File: src/hw/rtl/ddq_pkg.sv
// Shared types and constants for the bounded double-ended queue.
package ddq_pkg;

    localparam int MODE_W   = 3;
    localparam int VALUE_W  = 32;
    localparam int POS_W    = 8;
    localparam int STATUS_W = 2;
    localparam int COUNT_W  = 9;

    typedef enum logic [MODE_W-1:0] {
        MODE_PUSH_BACK  = 3'd0,
        MODE_PUSH_FRONT = 3'd1,
        MODE_POP_BACK   = 3'd2,
        MODE_POP_FRONT  = 3'd3,
        MODE_READ       = 3'd4,
        MODE_CLEAR      = 3'd5
    } mode_t;

    typedef logic [STATUS_W-1:0] status_t;

    localparam status_t ST_OK    = 2'd0;
    localparam status_t ST_EMPTY = 2'd1;
    localparam status_t ST_FULL  = 2'd2;

    typedef struct packed {
        logic                 valid;
        status_t              status;
        logic [COUNT_W-1:0]   count;
        logic                 use_data;
    } resp_t;

endpackage

File: src/hw/rtl/ddq_ctrl.sv
// Head/count bookkeeping, ring address generation and the access stage.
module ddq_ctrl #(
    parameter int DEPTH         = 256,
    parameter int ELEMENT_WIDTH = 32
) (
    input  logic                              clk,
    input  logic                              rst_n,
    input  logic                              cmd_valid,
    output logic                              cmd_ready,
    input  logic [ddq_pkg::MODE_W-1:0]        mode,
    input  logic [ddq_pkg::VALUE_W-1:0]       element_value,
    input  logic [ddq_pkg::POS_W-1:0]         position,
    input  logic                              drain,
    output logic                              ram_we,
    output logic                              ram_re,
    output logic [$clog2(DEPTH)-1:0]          ram_addr,
    output logic [ELEMENT_WIDTH-1:0]          ram_wdata,
    output ddq_pkg::resp_t                    rsp
);

    localparam int AW = $clog2(DEPTH);
    localparam int CW = $clog2(DEPTH + 1);
    localparam int SW = ((CW > ddq_pkg::POS_W) ? CW : ddq_pkg::POS_W) + 1;
    localparam int XW = (CW > ddq_pkg::COUNT_W) ? CW : ddq_pkg::COUNT_W;
    localparam int VW = (ELEMENT_WIDTH > ddq_pkg::VALUE_W) ? ELEMENT_WIDTH
                                                           : ddq_pkg::VALUE_W;

    logic [AW-1:0]      head_reg, head_next;
    logic [CW-1:0]      count_reg, count_next;
    ddq_pkg::resp_t     rsp_reg;

    logic               accept;
    logic               full, empty;
    logic [SW-1:0]      cnt_s, pos_s, off, sum, slot;
    logic [AW-1:0]      head_dec, head_inc;
    logic [XW-1:0]      count_x;
    logic [VW-1:0]      value_x;
    ddq_pkg::status_t   st;
    logic               use_data, we, re;
    logic [AW-1:0]      addr;

    assign cmd_ready = !rsp_reg.valid || drain;
    assign accept    = cmd_valid && cmd_ready;

    assign full     = (count_reg == CW'(DEPTH));
    assign empty    = (count_reg == '0);
    assign cnt_s    = SW'(count_reg);
    assign pos_s    = SW'(position);
    assign head_dec = (head_reg == '0) ? AW'(DEPTH - 1) : head_reg - AW'(1);
    assign head_inc = (head_reg == AW'(DEPTH - 1)) ? '0 : head_reg + AW'(1);
    assign sum      = SW'(head_reg) + off;
    assign slot     = (sum >= SW'(DEPTH)) ? sum - SW'(DEPTH) : sum;
    assign value_x  = VW'(element_value);

    always_comb
    begin
        head_next  = head_reg;
        count_next = count_reg;
        st         = ddq_pkg::ST_OK;
        use_data   = 1'b0;
        we         = 1'b0;
        re         = 1'b0;
        off        = '0;
        addr       = slot[AW-1:0];
        unique case (ddq_pkg::mode_t'(mode))
            ddq_pkg::MODE_PUSH_BACK:
            begin
                off = cnt_s;
                if (full)
                begin
                    st = ddq_pkg::ST_FULL;
                end
                else
                begin
                    we         = 1'b1;
                    count_next = count_reg + CW'(1);
                end
            end
            ddq_pkg::MODE_PUSH_FRONT:
            begin
                addr = head_dec;
                if (full)
                begin
                    st = ddq_pkg::ST_FULL;
                end
                else
                begin
                    we         = 1'b1;
                    head_next  = head_dec;
                    count_next = count_reg + CW'(1);
                end
            end
            ddq_pkg::MODE_POP_BACK:
            begin
                off = cnt_s - SW'(1);
                if (empty)
                begin
                    st = ddq_pkg::ST_EMPTY;
                end
                else
                begin
                    re         = 1'b1;
                    use_data   = 1'b1;
                    count_next = count_reg - CW'(1);
                end
            end
            ddq_pkg::MODE_POP_FRONT:
            begin
                addr = head_reg;
                if (empty)
                begin
                    st = ddq_pkg::ST_EMPTY;
                end
                else
                begin
                    re         = 1'b1;
                    use_data   = 1'b1;
                    head_next  = head_inc;
                    count_next = count_reg - CW'(1);
                end
            end
            ddq_pkg::MODE_READ:
            begin
                off = pos_s;
                if (pos_s >= cnt_s)
                begin
                    st = ddq_pkg::ST_EMPTY;
                end
                else
                begin
                    re       = 1'b1;
                    use_data = 1'b1;
                end
            end
            ddq_pkg::MODE_CLEAR:
            begin
                head_next  = '0;
                count_next = '0;
            end
            default:
            begin
            end
        endcase
    end

    assign count_x   = XW'(count_next);
    assign ram_we    = accept && we;
    assign ram_re    = accept && re;
    assign ram_addr  = addr;
    assign ram_wdata = value_x[ELEMENT_WIDTH-1:0];

    always_ff @(posedge clk or negedge rst_n)
    begin
        if (!rst_n)
        begin
            head_reg  <= '0;
            count_reg <= '0;
            rsp_reg   <= '0;
        end
        else if (accept)
        begin
            head_reg         <= head_next;
            count_reg        <= count_next;
            rsp_reg.valid    <= 1'b1;
            rsp_reg.status   <= st;
            rsp_reg.count    <= count_x[ddq_pkg::COUNT_W-1:0];
            rsp_reg.use_data <= use_data;
        end
        else if (drain)
        begin
            rsp_reg.valid <= 1'b0;
        end
    end

    assign rsp = rsp_reg;

endmodule

File: config.mk
export PLATFORM = sky130hd
export DESIGN_NAME = ddq_ctrl
export DESIGN_NICKNAME = d
export VERILOG_FILES = /design/src/hw/rtl/ddq_pkg.sv /design/src/hw/rtl/ddq_ctrl.sv
export SDC_FILE = /design/constraint.sdc
export NUM_CORES = 1
export LEC_CHECK = 0
export ABC_CLOCK_PERIOD_IN_PS = 3510
export BUFFER_PORTS_ARGS = -buffer_cell sky130_fd_sc_hd__clkbuf_2
export CAP_MARGIN = 30
export CORE_UTILIZATION = 52
export DETAILED_ROUTE_END_ITERATION = 7
export GPL_TIMING_DRIVEN = 0
export HOLD_SLACK_MARGIN = 0.15
export PLACE_DENSITY = 0.82
export REMOVE_ABC_BUFFERS = 1
export SLEW_MARGIN = 5
export SYNTH_ARGS = -nofsm -noshare
export SYNTH_HDL_FRONTEND = slang
export SYNTH_SLANG_ARGS = --single-unit
File: constraint.sdc
create_clock -name clk -period 3.51 [get_ports clk]
set_input_delay 0.1755 -clock clk [delete_from_list [all_inputs] [get_ports clk]]
set_output_delay 0.1755 -clock clk [all_outputs]
set_load 0.05 [all_outputs]
## After elaboration in Yosys (flattened, before gate mapping)

Cells that the tools add are included.

| operators by class | value |
|---|---|
| add/subtract/negate cells | 7 |
| order comparisons | 2 |
| equality and inequality tests | 11 |
| multiplexer cells | 22 |
| reduce and logical (&&, ||, !) cells | 15 |

Operators by type and width:

| cell | number |
|---|---|
| 8-bit two-way mux | 5 |
| 10-bit case mux with 3 select lines | 1 |
| 9-bit case mux with 3 select lines | 1 |
| 8-bit case mux with 3 select lines | 1 |
| 9-bit two-way mux | 2 |
| 8-bit case mux with 2 select lines | 1 |
| 8-bit by 1-bit subtractor with 8-bit output, second input constant | 2 |
| 8-bit by 10-bit adder with 10-bit output | 1 |
| 10-bit by 9-bit >= comparator with 1-bit output, second input constant | 1 |
| 9-bit by 1-bit subtractor with 10-bit output, second input constant | 1 |
| 9-bit by 1-bit adder with 9-bit output, second input constant | 1 |
| 9-bit == test, second input constant | 1 |
| 8-bit by 9-bit >= comparator with 1-bit output | 1 |
| 9-bit zero test | 1 |
| 9-bit by 1-bit subtractor with 9-bit output, second input constant | 1 |
| 8-bit by 1-bit adder with 8-bit output, second input constant | 1 |
| 8-bit == test, second input constant | 1 |
| 8-bit zero test | 1 |
| 1-bit two-way mux | 8 |
| 2-bit inequality test, second input constant | 4 |
| 4-bit AND reduction | 2 |
| 3-bit by 2-bit == test with 1-bit output, second input constant | 2 |
| 3-bit == test, second input constant | 2 |
| 2-bit case mux with 3 select lines | 1 |
| 10 further kinds | 14 |

| storage, ports and cells | value |
|---|---|
| register bits after elaboration | 21 |
| output and inout port bits | 56 |

## Longest topological paths before layout

Gate-level depths: netlist of run 1.

| logic depth | value |
|---|---|
| depth in word-level cells | 6 |
| mapped depth | 15 |
| depth with buffers taken out | 14 |

## Least setup slack after synthesis of run 1

OpenSTA, ideal clock, no wires.

| timing path | value |
|---|---|
| path type | input-to-output |
| from | input port mode[2] (netlist bit) |
| to | output port ram_addr[6] |
| arrival time | 3.669 ns |
| required time | 3.334 ns |
| setup slack | -0.334 ns |
| stages | 15 |
| buffers on the path | 3 |
| path through | clkbuf_2 -> clkbuf_8 -> clkbuf_1 -> mux2i_1 -> nor2_1 -> a21oi_1 -> nor2_1 -> ha_1 -> fa_1 -> a21o_1 -> a21oi_1 -> o21bai_1 -> a21oi_1 -> xor2_1 -> o21ai_0 |

| between the ends | value |
|---|---|
| longest elaborated chain between the ends | 6 |

Ends and longest elaborated chain:

| what | line | RTL |
|---|---|---|
| start: declaration | ddq_ctrl.sv:10 | `input logic [ddq_pkg::MODE_W-1:0] mode,` |
| 3-bit == test (tied with other cells) | ddq_ctrl.sv:65 | `unique case (ddq_pkg::mode_t'(mode))` |
| 10-bit case mux with 3 select lines | ddq_ctrl.sv:65 |  |
| 8-bit by 10-bit adder with 10-bit output | ddq_ctrl.sv:51 | `assign sum = SW'(head_reg) + off;` |
| 8-bit by 1-bit subtractor with 8-bit output / 10-bit by 9-bit >= comparator with 1-bit output (equally long branches) | ddq_ctrl.sv:52 | `assign slot = (sum >= SW'(DEPTH)) ? sum - SW'(DEPTH) : sum;` |
| 8-bit two-way mux | ddq_ctrl.sv:52 |  |
| 8-bit case mux with 2 select lines (*) | ddq_ctrl.sv:65 |  |
| end: declaration | ddq_ctrl.sv:16 | `output logic [$clog2(DEPTH)-1:0] ram_addr,` |

Mark *: on every way between the ends. The rest lies on a longest branch, timed or not.

==> flow_summary_export.csv, run 1 <==
group,metric,value,unit
pwr,p_seq_frac,0.215,
flow_run,maxCapViolations,0,
routing,routed_via_density,6.31,
worst_setup_path,worstPathArrival,3320,ps
synthesis,async_flop_share,1.00,
cells_and_area,fillers,517,
synthesis,ys.flop_type,"dfrtp_1",
pwr,internal_power,0.00117,W
clock_network,cts_root_buf,"clkbuf_8",
placement,dp_hpwl,6480,microns
synthesis,ys_warn_count,0,
synthesis,ys_seq_area_frac,0.174,
pwr,combPwrFrac,0.723,
clock_network,ctsLongestPathBuffers,2,
synthesis,syn_inst,401,
worst_setup_path,critical_path.startpoint,"rsp[1]",
synthesis,synth-seq-cells,21,
min_path,hold-path-cell-count,3,
synthesis,synth_top_area_frac,0.174,
cells_and_area,fin_area,3170,sq um
pwr,leakage,1.44,nW
clock_network,worstSkewPairLatency,270,ps
placement,portBuffers,38,
pwr,p_sw,0.00161,W
timing,rsz0062_at_grt,"yes",
global_route,grt.busiest_layer,"met2",
min_path,min_from,"drain",
timing,setup_tns,0,ps
placement,globalplace.congestion,0.966,
synthesis,synth_area,3020,sq um
global_route,grt_start_max_net_pins,33,
cells_and_area,drive_above_1_share,0.194,
worst_setup_path,reg2regPathDepth,8,
pwr,clock_power_share,0.062,
synthesis,yosysUniqueCellTypes,62,
timing,slew_violations,0,
floorplan,die_h,78.2,microns
outcome,outcome,"completed",
worst_setup_path,crit_slowest_cell,"or4_4",
worst_setup_path,startpoint_type,"register",
clock_network,cts.clk_slew.worst_paths,90,ps
worst_setup_path,path_cells,"or3_4 -> nor3b_2 -> a21oi_1 -> o22a_1 -> nor2_2 -> ha_1 -> o21ai_2 -> nor2_2 -> or4_4 -> a21oi_2 -> xnor3_1 -> o21ai_2 -> buf_8",
min_path,hold_class,"primary input to register",
floorplan,io-pin-count,103,
floorplan,start_util,0.545,
worst_setup_path,max_stage_delay,480,ps
global_route,grt_pass1_wl,13800,microns
floorplan,row_count,27,
clock_network,numCtsBuffers,3,
pwr,max-vdd-ir-drop,0.557,mV
global_route,grtUsageTotal,0.285,
worst_setup_path,cp_num_buf_inv,1,
cells_and_area,largest_reg_flops,13,
global_route,grt_use_met2,0.426,
timing,tightest_slew,919,ps
cells_and_area,area_delta_synth_final,4.76,%
global_route,use_met3,0.126,
worst_setup_path,cp_top_family,"simple AND/OR/NAND/NOR gates",
floorplan,die_area,6120,sq um
timing,setup_violations,0,
synthesis,post-synth-top-count-cell,"nor2_1",
clock_network,cts_max_level,1,
clock_network,cts_tree,"yes",
routing,dr.pass1.iters,7,
routing,drtIter0Drc,360,
min_path,worstHoldEndpoint,"rsp[12]",
synthesis,synth.avg_cell_area,7.54,sq um
routing,final_antenna_net_count,0,
global_route,antenna_found_initial,0,
pwr,p_sw_frac,0.580,
timing,skew,11.6,ps
routing,drc,0,
cells_and_area,diodes,0,
placement,dpl_cell_area,2950,sq um
timing,relSlewSlack,0.387,
timing,fmax,286,MHz
global_route,first_global_vias,2754,
synthesis,netlist_top_cells_count,"39 x nor2_1, 34 x buf_4, 33 x a21oi_1, 33 x o21ai_0, 32 x nand2_1",
routing,dr_total_vias,2992,
clock_network,clock-sinks,21,
floorplan,fp.dieW,78.2,microns
worst_setup_path,r2r_slack,940,ps
worst_setup_path,crit_type,"register to output pin",
cells_and_area,layout.nets,478,
global_route,use_met1,0.377,
worst_setup_path,worst_r2r_startpoint,"rsp[1]",
timing,finalCriticalPeriod,3500,ps
synthesis,ys_top_cells_by_area,"dfrtp_1 17%, ha_1 11%, buf_4 8.4%, a21oi_1 5.5%, o21ai_0 5.5%",
routing,post_drt_wl_per_cell,18.3,microns
pwr,pwr_density_cell,880,nW/um^2
worst_setup_path,worstPathMaxFanout,4,
worst_setup_path,rr_endpoint,"head_reg[3]",
worst_setup_path,end_kind,"output pin",
synthesis,synth_top_cell_by_area,"dfrtp_1",
routing,wl,8660,microns
worst_setup_path,crit_required,3330,ps
floorplan,core_area,5540,sq um
timing,hold_viol,0,
timing,fin_crit_sh,0.997,
global_route,overflow,0,
synthesis,synth_edf_count,0,
stage by stage:
step                hold WS, ps  utilization  worst slack [ps]  power [W]  cells
floorplan                  -120            -              -244    0.00198    348
global placement            173        0.532              -934    0.00235    458
detailed placement          184        0.533              -593    0.00240    459
CTS                         233        0.558              4.41    0.00264    469
global route                259        0.571             -97.4    0.00299    474
finish                      227        0.571              10.7    0.00278    474
per-layer routing:
| layer | vias up | part of all wire |
|---|---|---|
| met5 | - | 0 |
| li1 | 1402 | - |
| met3 | 12 | 0.13 |
| met1 | 1407 | 0.42 |
| met2 | 171 | 0.44 |
| met4 | 0 | 0.012 |
layout by cell type (no fill, tap or decap), drive strengths merged, types with 2 or more instances in the layout:
cell type	count
o21a	9
dlygate4sd3	2
a211oi	3
a21oi	33
fa	2
inv	21
or3	3
nand3b	2
o211ai	4
o2111ai	2
nor2	39
buf	11
a31oi	2
ha	26
xnor2	6
nand2	32
or4	3
and3	2
o21bai	2
a311o	3
nand4	8
nor4	2
xor2	6
nor2b	7
a21o	7
nand3	10
o21ai	35
clkbuf	40
mux2i	10
nand2b	7
o22ai	3
nor3b	3
a221oi	2
o22a	3
dfrtp	21
o31ai	4
nor3	12
cell families (layout without fill, tap and decap cells):
kind of cell / after synthesis / after routing / share of synthesized area
AND/OR/NAND/NOR: 134 / 134 / 0.227
AO/OA/AOI/OAI: 121 / 121 / 0.259
buffers and inverters: 74 / 75 / 0.144
adder cells (fa/ha/maj): 28 / 28 / 0.121
flip-flops: 21 / 21 / 0.174
XOR/XNOR: 13 / 13 / 0.0422
multiplexers: 10 / 10 / 0.0331
layout make-up:
cell class	instances	area (sq um)	share of cell area
multi-input cells	306	2110	0.667
flip-flops and latches	21	528	0.167
repair buffers	50	309	0.0976
well taps	72	90.1	0.0285
inverters	21	78.8	0.0249
clock buffers	3	41.3	0.0130
clock inverters	1	7.51	0.00237
power groups by stage:
stage          Combinational [W]  Sequential (W)  Clock, W
3_5_place_dp             0.00180        0.000600         0
2_1_floorplan            0.00126        0.000715         0
4_1_cts                  0.00189        0.000584  0.000172
3_3_place_gp             0.00175        0.000593         0
6_report                 0.00201        0.000599  0.000172
5_1_grt                  0.00219        0.000621  0.000179
worst reg2reg max path: stages (launching register included):
cell       delay [ps]
dfrtp_2           450
inv_2             120
ha_4              150
nor2b_1           220
nand4_1           260
o2111ai_1         830
nor2_1            160
a22oi_1           210
nand2_1            70
worst max path at each step:
stage          cells past startpoint          end  slack [ps]
6_report                          13  ram_addr[7]          10
2_1_floorplan                     14  ram_addr[6]        -240
5_1_grt                           13  ram_addr[7]        -100
4_1_cts                           13  ram_addr[7]           4
3_3_place_gp                      13  ram_addr[7]        -930
3_5_place_dp                      14  ram_addr[7]        -590
what timing repair did:
action | in CTS | in global routing
hold buffers | 2 | 0
buffers inserted | 4 | 5
endpoints found under the hold margin | 22 | 0
pin swaps | 1 | 7
gates resized for setup | 12 | 13
setup endpoints to repair | 2 | 2
No activity file was read; power rests on OpenSTA's default activity.
==> run 2: changes to the inputs <==
--- a/config.mk
+++ b/config.mk
@@ -14,6 +14,7 @@
 export HOLD_SLACK_MARGIN = 0.15
 export PLACE_DENSITY = 0.82
 export REMOVE_ABC_BUFFERS = 1
+export SETUP_SLACK_MARGIN = 0.4
 export SLEW_MARGIN = 5
 export SYNTH_ARGS = -nofsm -noshare
 export SYNTH_HDL_FRONTEND = slang
==> run 2 against run 1 <==
  * Register-to-register slack barely moved
  * Clock power about the same
  * Wire length decreased by 0.24%
  * Sequential power about the same
  * First-iteration DRC count decreased by 3.3%
  * Setup slack improved by 73 ps
  * Flip-flop and latch count unchanged
  * Via count shrank 0.64%
  * Die area is the same
  * Global-route usage up 0.12 points
  * Highest routed layer unchanged
==> flow_summary_export.csv, run 2 (synthesis gave the netlist of run 1 again) <==
group,metric,value,unit
clock_network,cts_tree,"yes",
clock_network,numCtsBuffers,3,
worst_setup_path,worstPathMaxFanout,4,
timing,rsz0062_at_grt,"yes",
timing,hold_viol,0,
worst_setup_path,crit_slowest_cell,"dfrtp_2",
worst_setup_path,path_cells,"or3_4 -> nor3b_2 -> a21oi_1 -> o22a_1 -> nor2_2 -> ha_4 -> o21ai_2 -> nor2_2 -> or4_4 -> a21oi_2 -> xnor3_1 -> o21ai_2 -> buf_8",
pwr,p_seq_frac,0.216,
global_route,grt_start_max_net_pins,33,
timing,setup_violations,0,
floorplan,fp.dieW,78.2,microns
clock_network,cts_max_level,1,
timing,relSlewSlack,0.366,
flow_run,maxCapViolations,0,
global_route,grtUsageTotal,0.287,
global_route,first_global_vias,2753,
routing,drc,0,
worst_setup_path,crit_required,3330,ps
timing,finalCriticalPeriod,3430,ps
cells_and_area,fin_util,0.572,
clock_network,worstSkewPairLatency,270,ps
min_path,hold_class,"primary input to register",
pwr,leakage,1.42,nW
worst_setup_path,startpoint_type,"register",
cells_and_area,layout.nets,474,
floorplan,die_area,6120,sq um
floorplan,start_util,0.545,
global_route,grt_pass1_wl,13800,microns
cells_and_area,fin_area,3170,sq um
routing,post_drt_wl_per_cell,18.4,microns
placement,dp_hpwl,6480,microns
floorplan,core_area,5540,sq um
timing,fin_crit_sh,0.976,
placement,dpl_cell_area,2950,sq um
cells_and_area,drive_above_1_share,0.198,
worst_setup_path,max_stage_delay,450,ps
worst_setup_path,end_kind,"output pin",
clock_network,ctsLongestPathBuffers,2,
worst_setup_path,worstPathArrival,3250,ps
routing,final_antenna_net_count,0,
placement,place_ws,-593,ps
clock_network,cts.clk_slew.worst_paths,90,ps
floorplan,row_count,27,
pwr,p_sw,0.00162,W
timing,hold-worst-slack,225,ps
cells_and_area,fillers,514,
timing,fmax,292,MHz
outcome,outcome,"completed",
placement,globalplace.congestion,0.966,
pwr,pwr_density_cell,879,nW/um^2
clock_network,cts_root_buf,"clkbuf_8",
routing,routed_via_density,6.33,
pwr,max-vdd-ir-drop,0.554,mV
pwr,internal_power,0.00117,W
pwr,p_sw_frac,0.580,
timing,setup_slack,83.7,ps
routing,dr_total_vias,2973,
cells_and_area,final_cell_mix,"35 x nor2_1, 32 x nand2_1, 32 x clkbuf_2, 31 x a21oi_1, 31 x o21ai_0",
cells_and_area,multi_input_area,2140,sq um
routing,drtIter0Drc,348,
cells_and_area,area.sequential,528,sq um
placement,portBuffers,38,
cells_and_area,final_common_cell,"nor2_1",
pwr,power.total,0.00279,W
timing,slew_violations,0,
timing,tightest_slew,950,ps
timing,skew,10.4,ps
cells_and_area,area_delta_synth_final,4.93,%
floorplan,io-pin-count,103,
pwr,combPwrFrac,0.722,
routing,dr.pass1.iters,6,
worst_setup_path,crit_type,"register to output pin",
global_route,antenna_found_initial,0,
clock_network,clock-sinks,21,
floorplan,die_h,78.2,microns
cells_and_area,largest_reg_flops,13,
pwr,clock_power_share,0.062,
global_route,overflow,0,
routing,wl,8640,microns
cells_and_area,diodes,0,
==> run 2: cell types whose count changed in the layout (fill, tap and decap cells not counted), sizes merged <==
cell    delta
clkbuf     -3
buf        -1
==> run 2: cell type report <==
cell class | instances | area share
clock buffers | 3 | 0.0130
clock inverters | 1 | 0.00237
inverters | 21 | 0.0249
multi-input cells | 306 | 0.674
flip-flops and latches | 21 | 0.167
well taps | 72 | 0.0284
repair buffers | 46 | 0.0908
==> run 2: power groups by stage <==
stage               logic (W)  registers (W)  clock network [W]
floorplan             0.00126       0.000715                  0
global placement      0.00175       0.000593                  0
detailed placement    0.00180       0.000600                  0
CTS                   0.00189       0.000584           0.000172
global route          0.00219       0.000625           0.000179
finish                0.00201       0.000602           0.000174
==> run 2: per-layer routing <==
| layer | share of wire | vias to the layer above | track usage | routed length [microns] |
|---|---|---|---|---|
| met5 | 0 | - | 0.0455 | 0 |
| met4 | 0.015 | 0 | 0.0537 | 127 |
| met3 | 0.12 | 18 | 0.126 | 1060 |
| met2 | 0.44 | 175 | 0.426 | 3760 |
| met1 | 0.43 | 1386 | 0.381 | 3680 |
| li1 | - | 1394 | - | - |
==> run 2: worst paths after layout <==
path / start / end / slack [ps] / cells after the start
setup / recovery: rsp[1] / ram_addr[7] / 80 / 13
hold / removal: drain / rsp[12] / 230 / 3
setup reg to reg: rsp[1] / head_reg[3] / 930 / 8
hold reg to reg: rsp[0] / rsp[0] / 500 / 1
max in group asynchronous: rst_n / rsp[1] / 2720 / 2
min in group asynchronous: rst_n / rsp[10] / 400 / 2
==> run 2: timing repair <==
action,4_1_cts,5_1_grt
hold endpoints to repair,22,0
hold buffers,2,0
gates resized for setup,13,25
setup buffers,4,1
pin swaps,3,5
endpoints found under the setup margin,5,4
==> run 2: critical path, delay by kind of cell (launching register included) <==
kind | cells | cell delay [ps]
compound gates | 5 | 680
xor+xnor | 1 | 260
fa+ha+maj | 1 | 230
buf+inv | 1 | 160
flops | 1 | 450
simple gates | 5 | 1180
==> run 2: stage by stage <==
| step | TNS [ps] | std cells |
|---|---|---|
| final | 0 | 470 |
| after global routing | -25.3 | 470 |
| after CTS | 0 | 469 |
| after detailed placement | -692 | 459 |
| after global placement | -2180 | 458 |
| after floorplan | -484 | 348 |
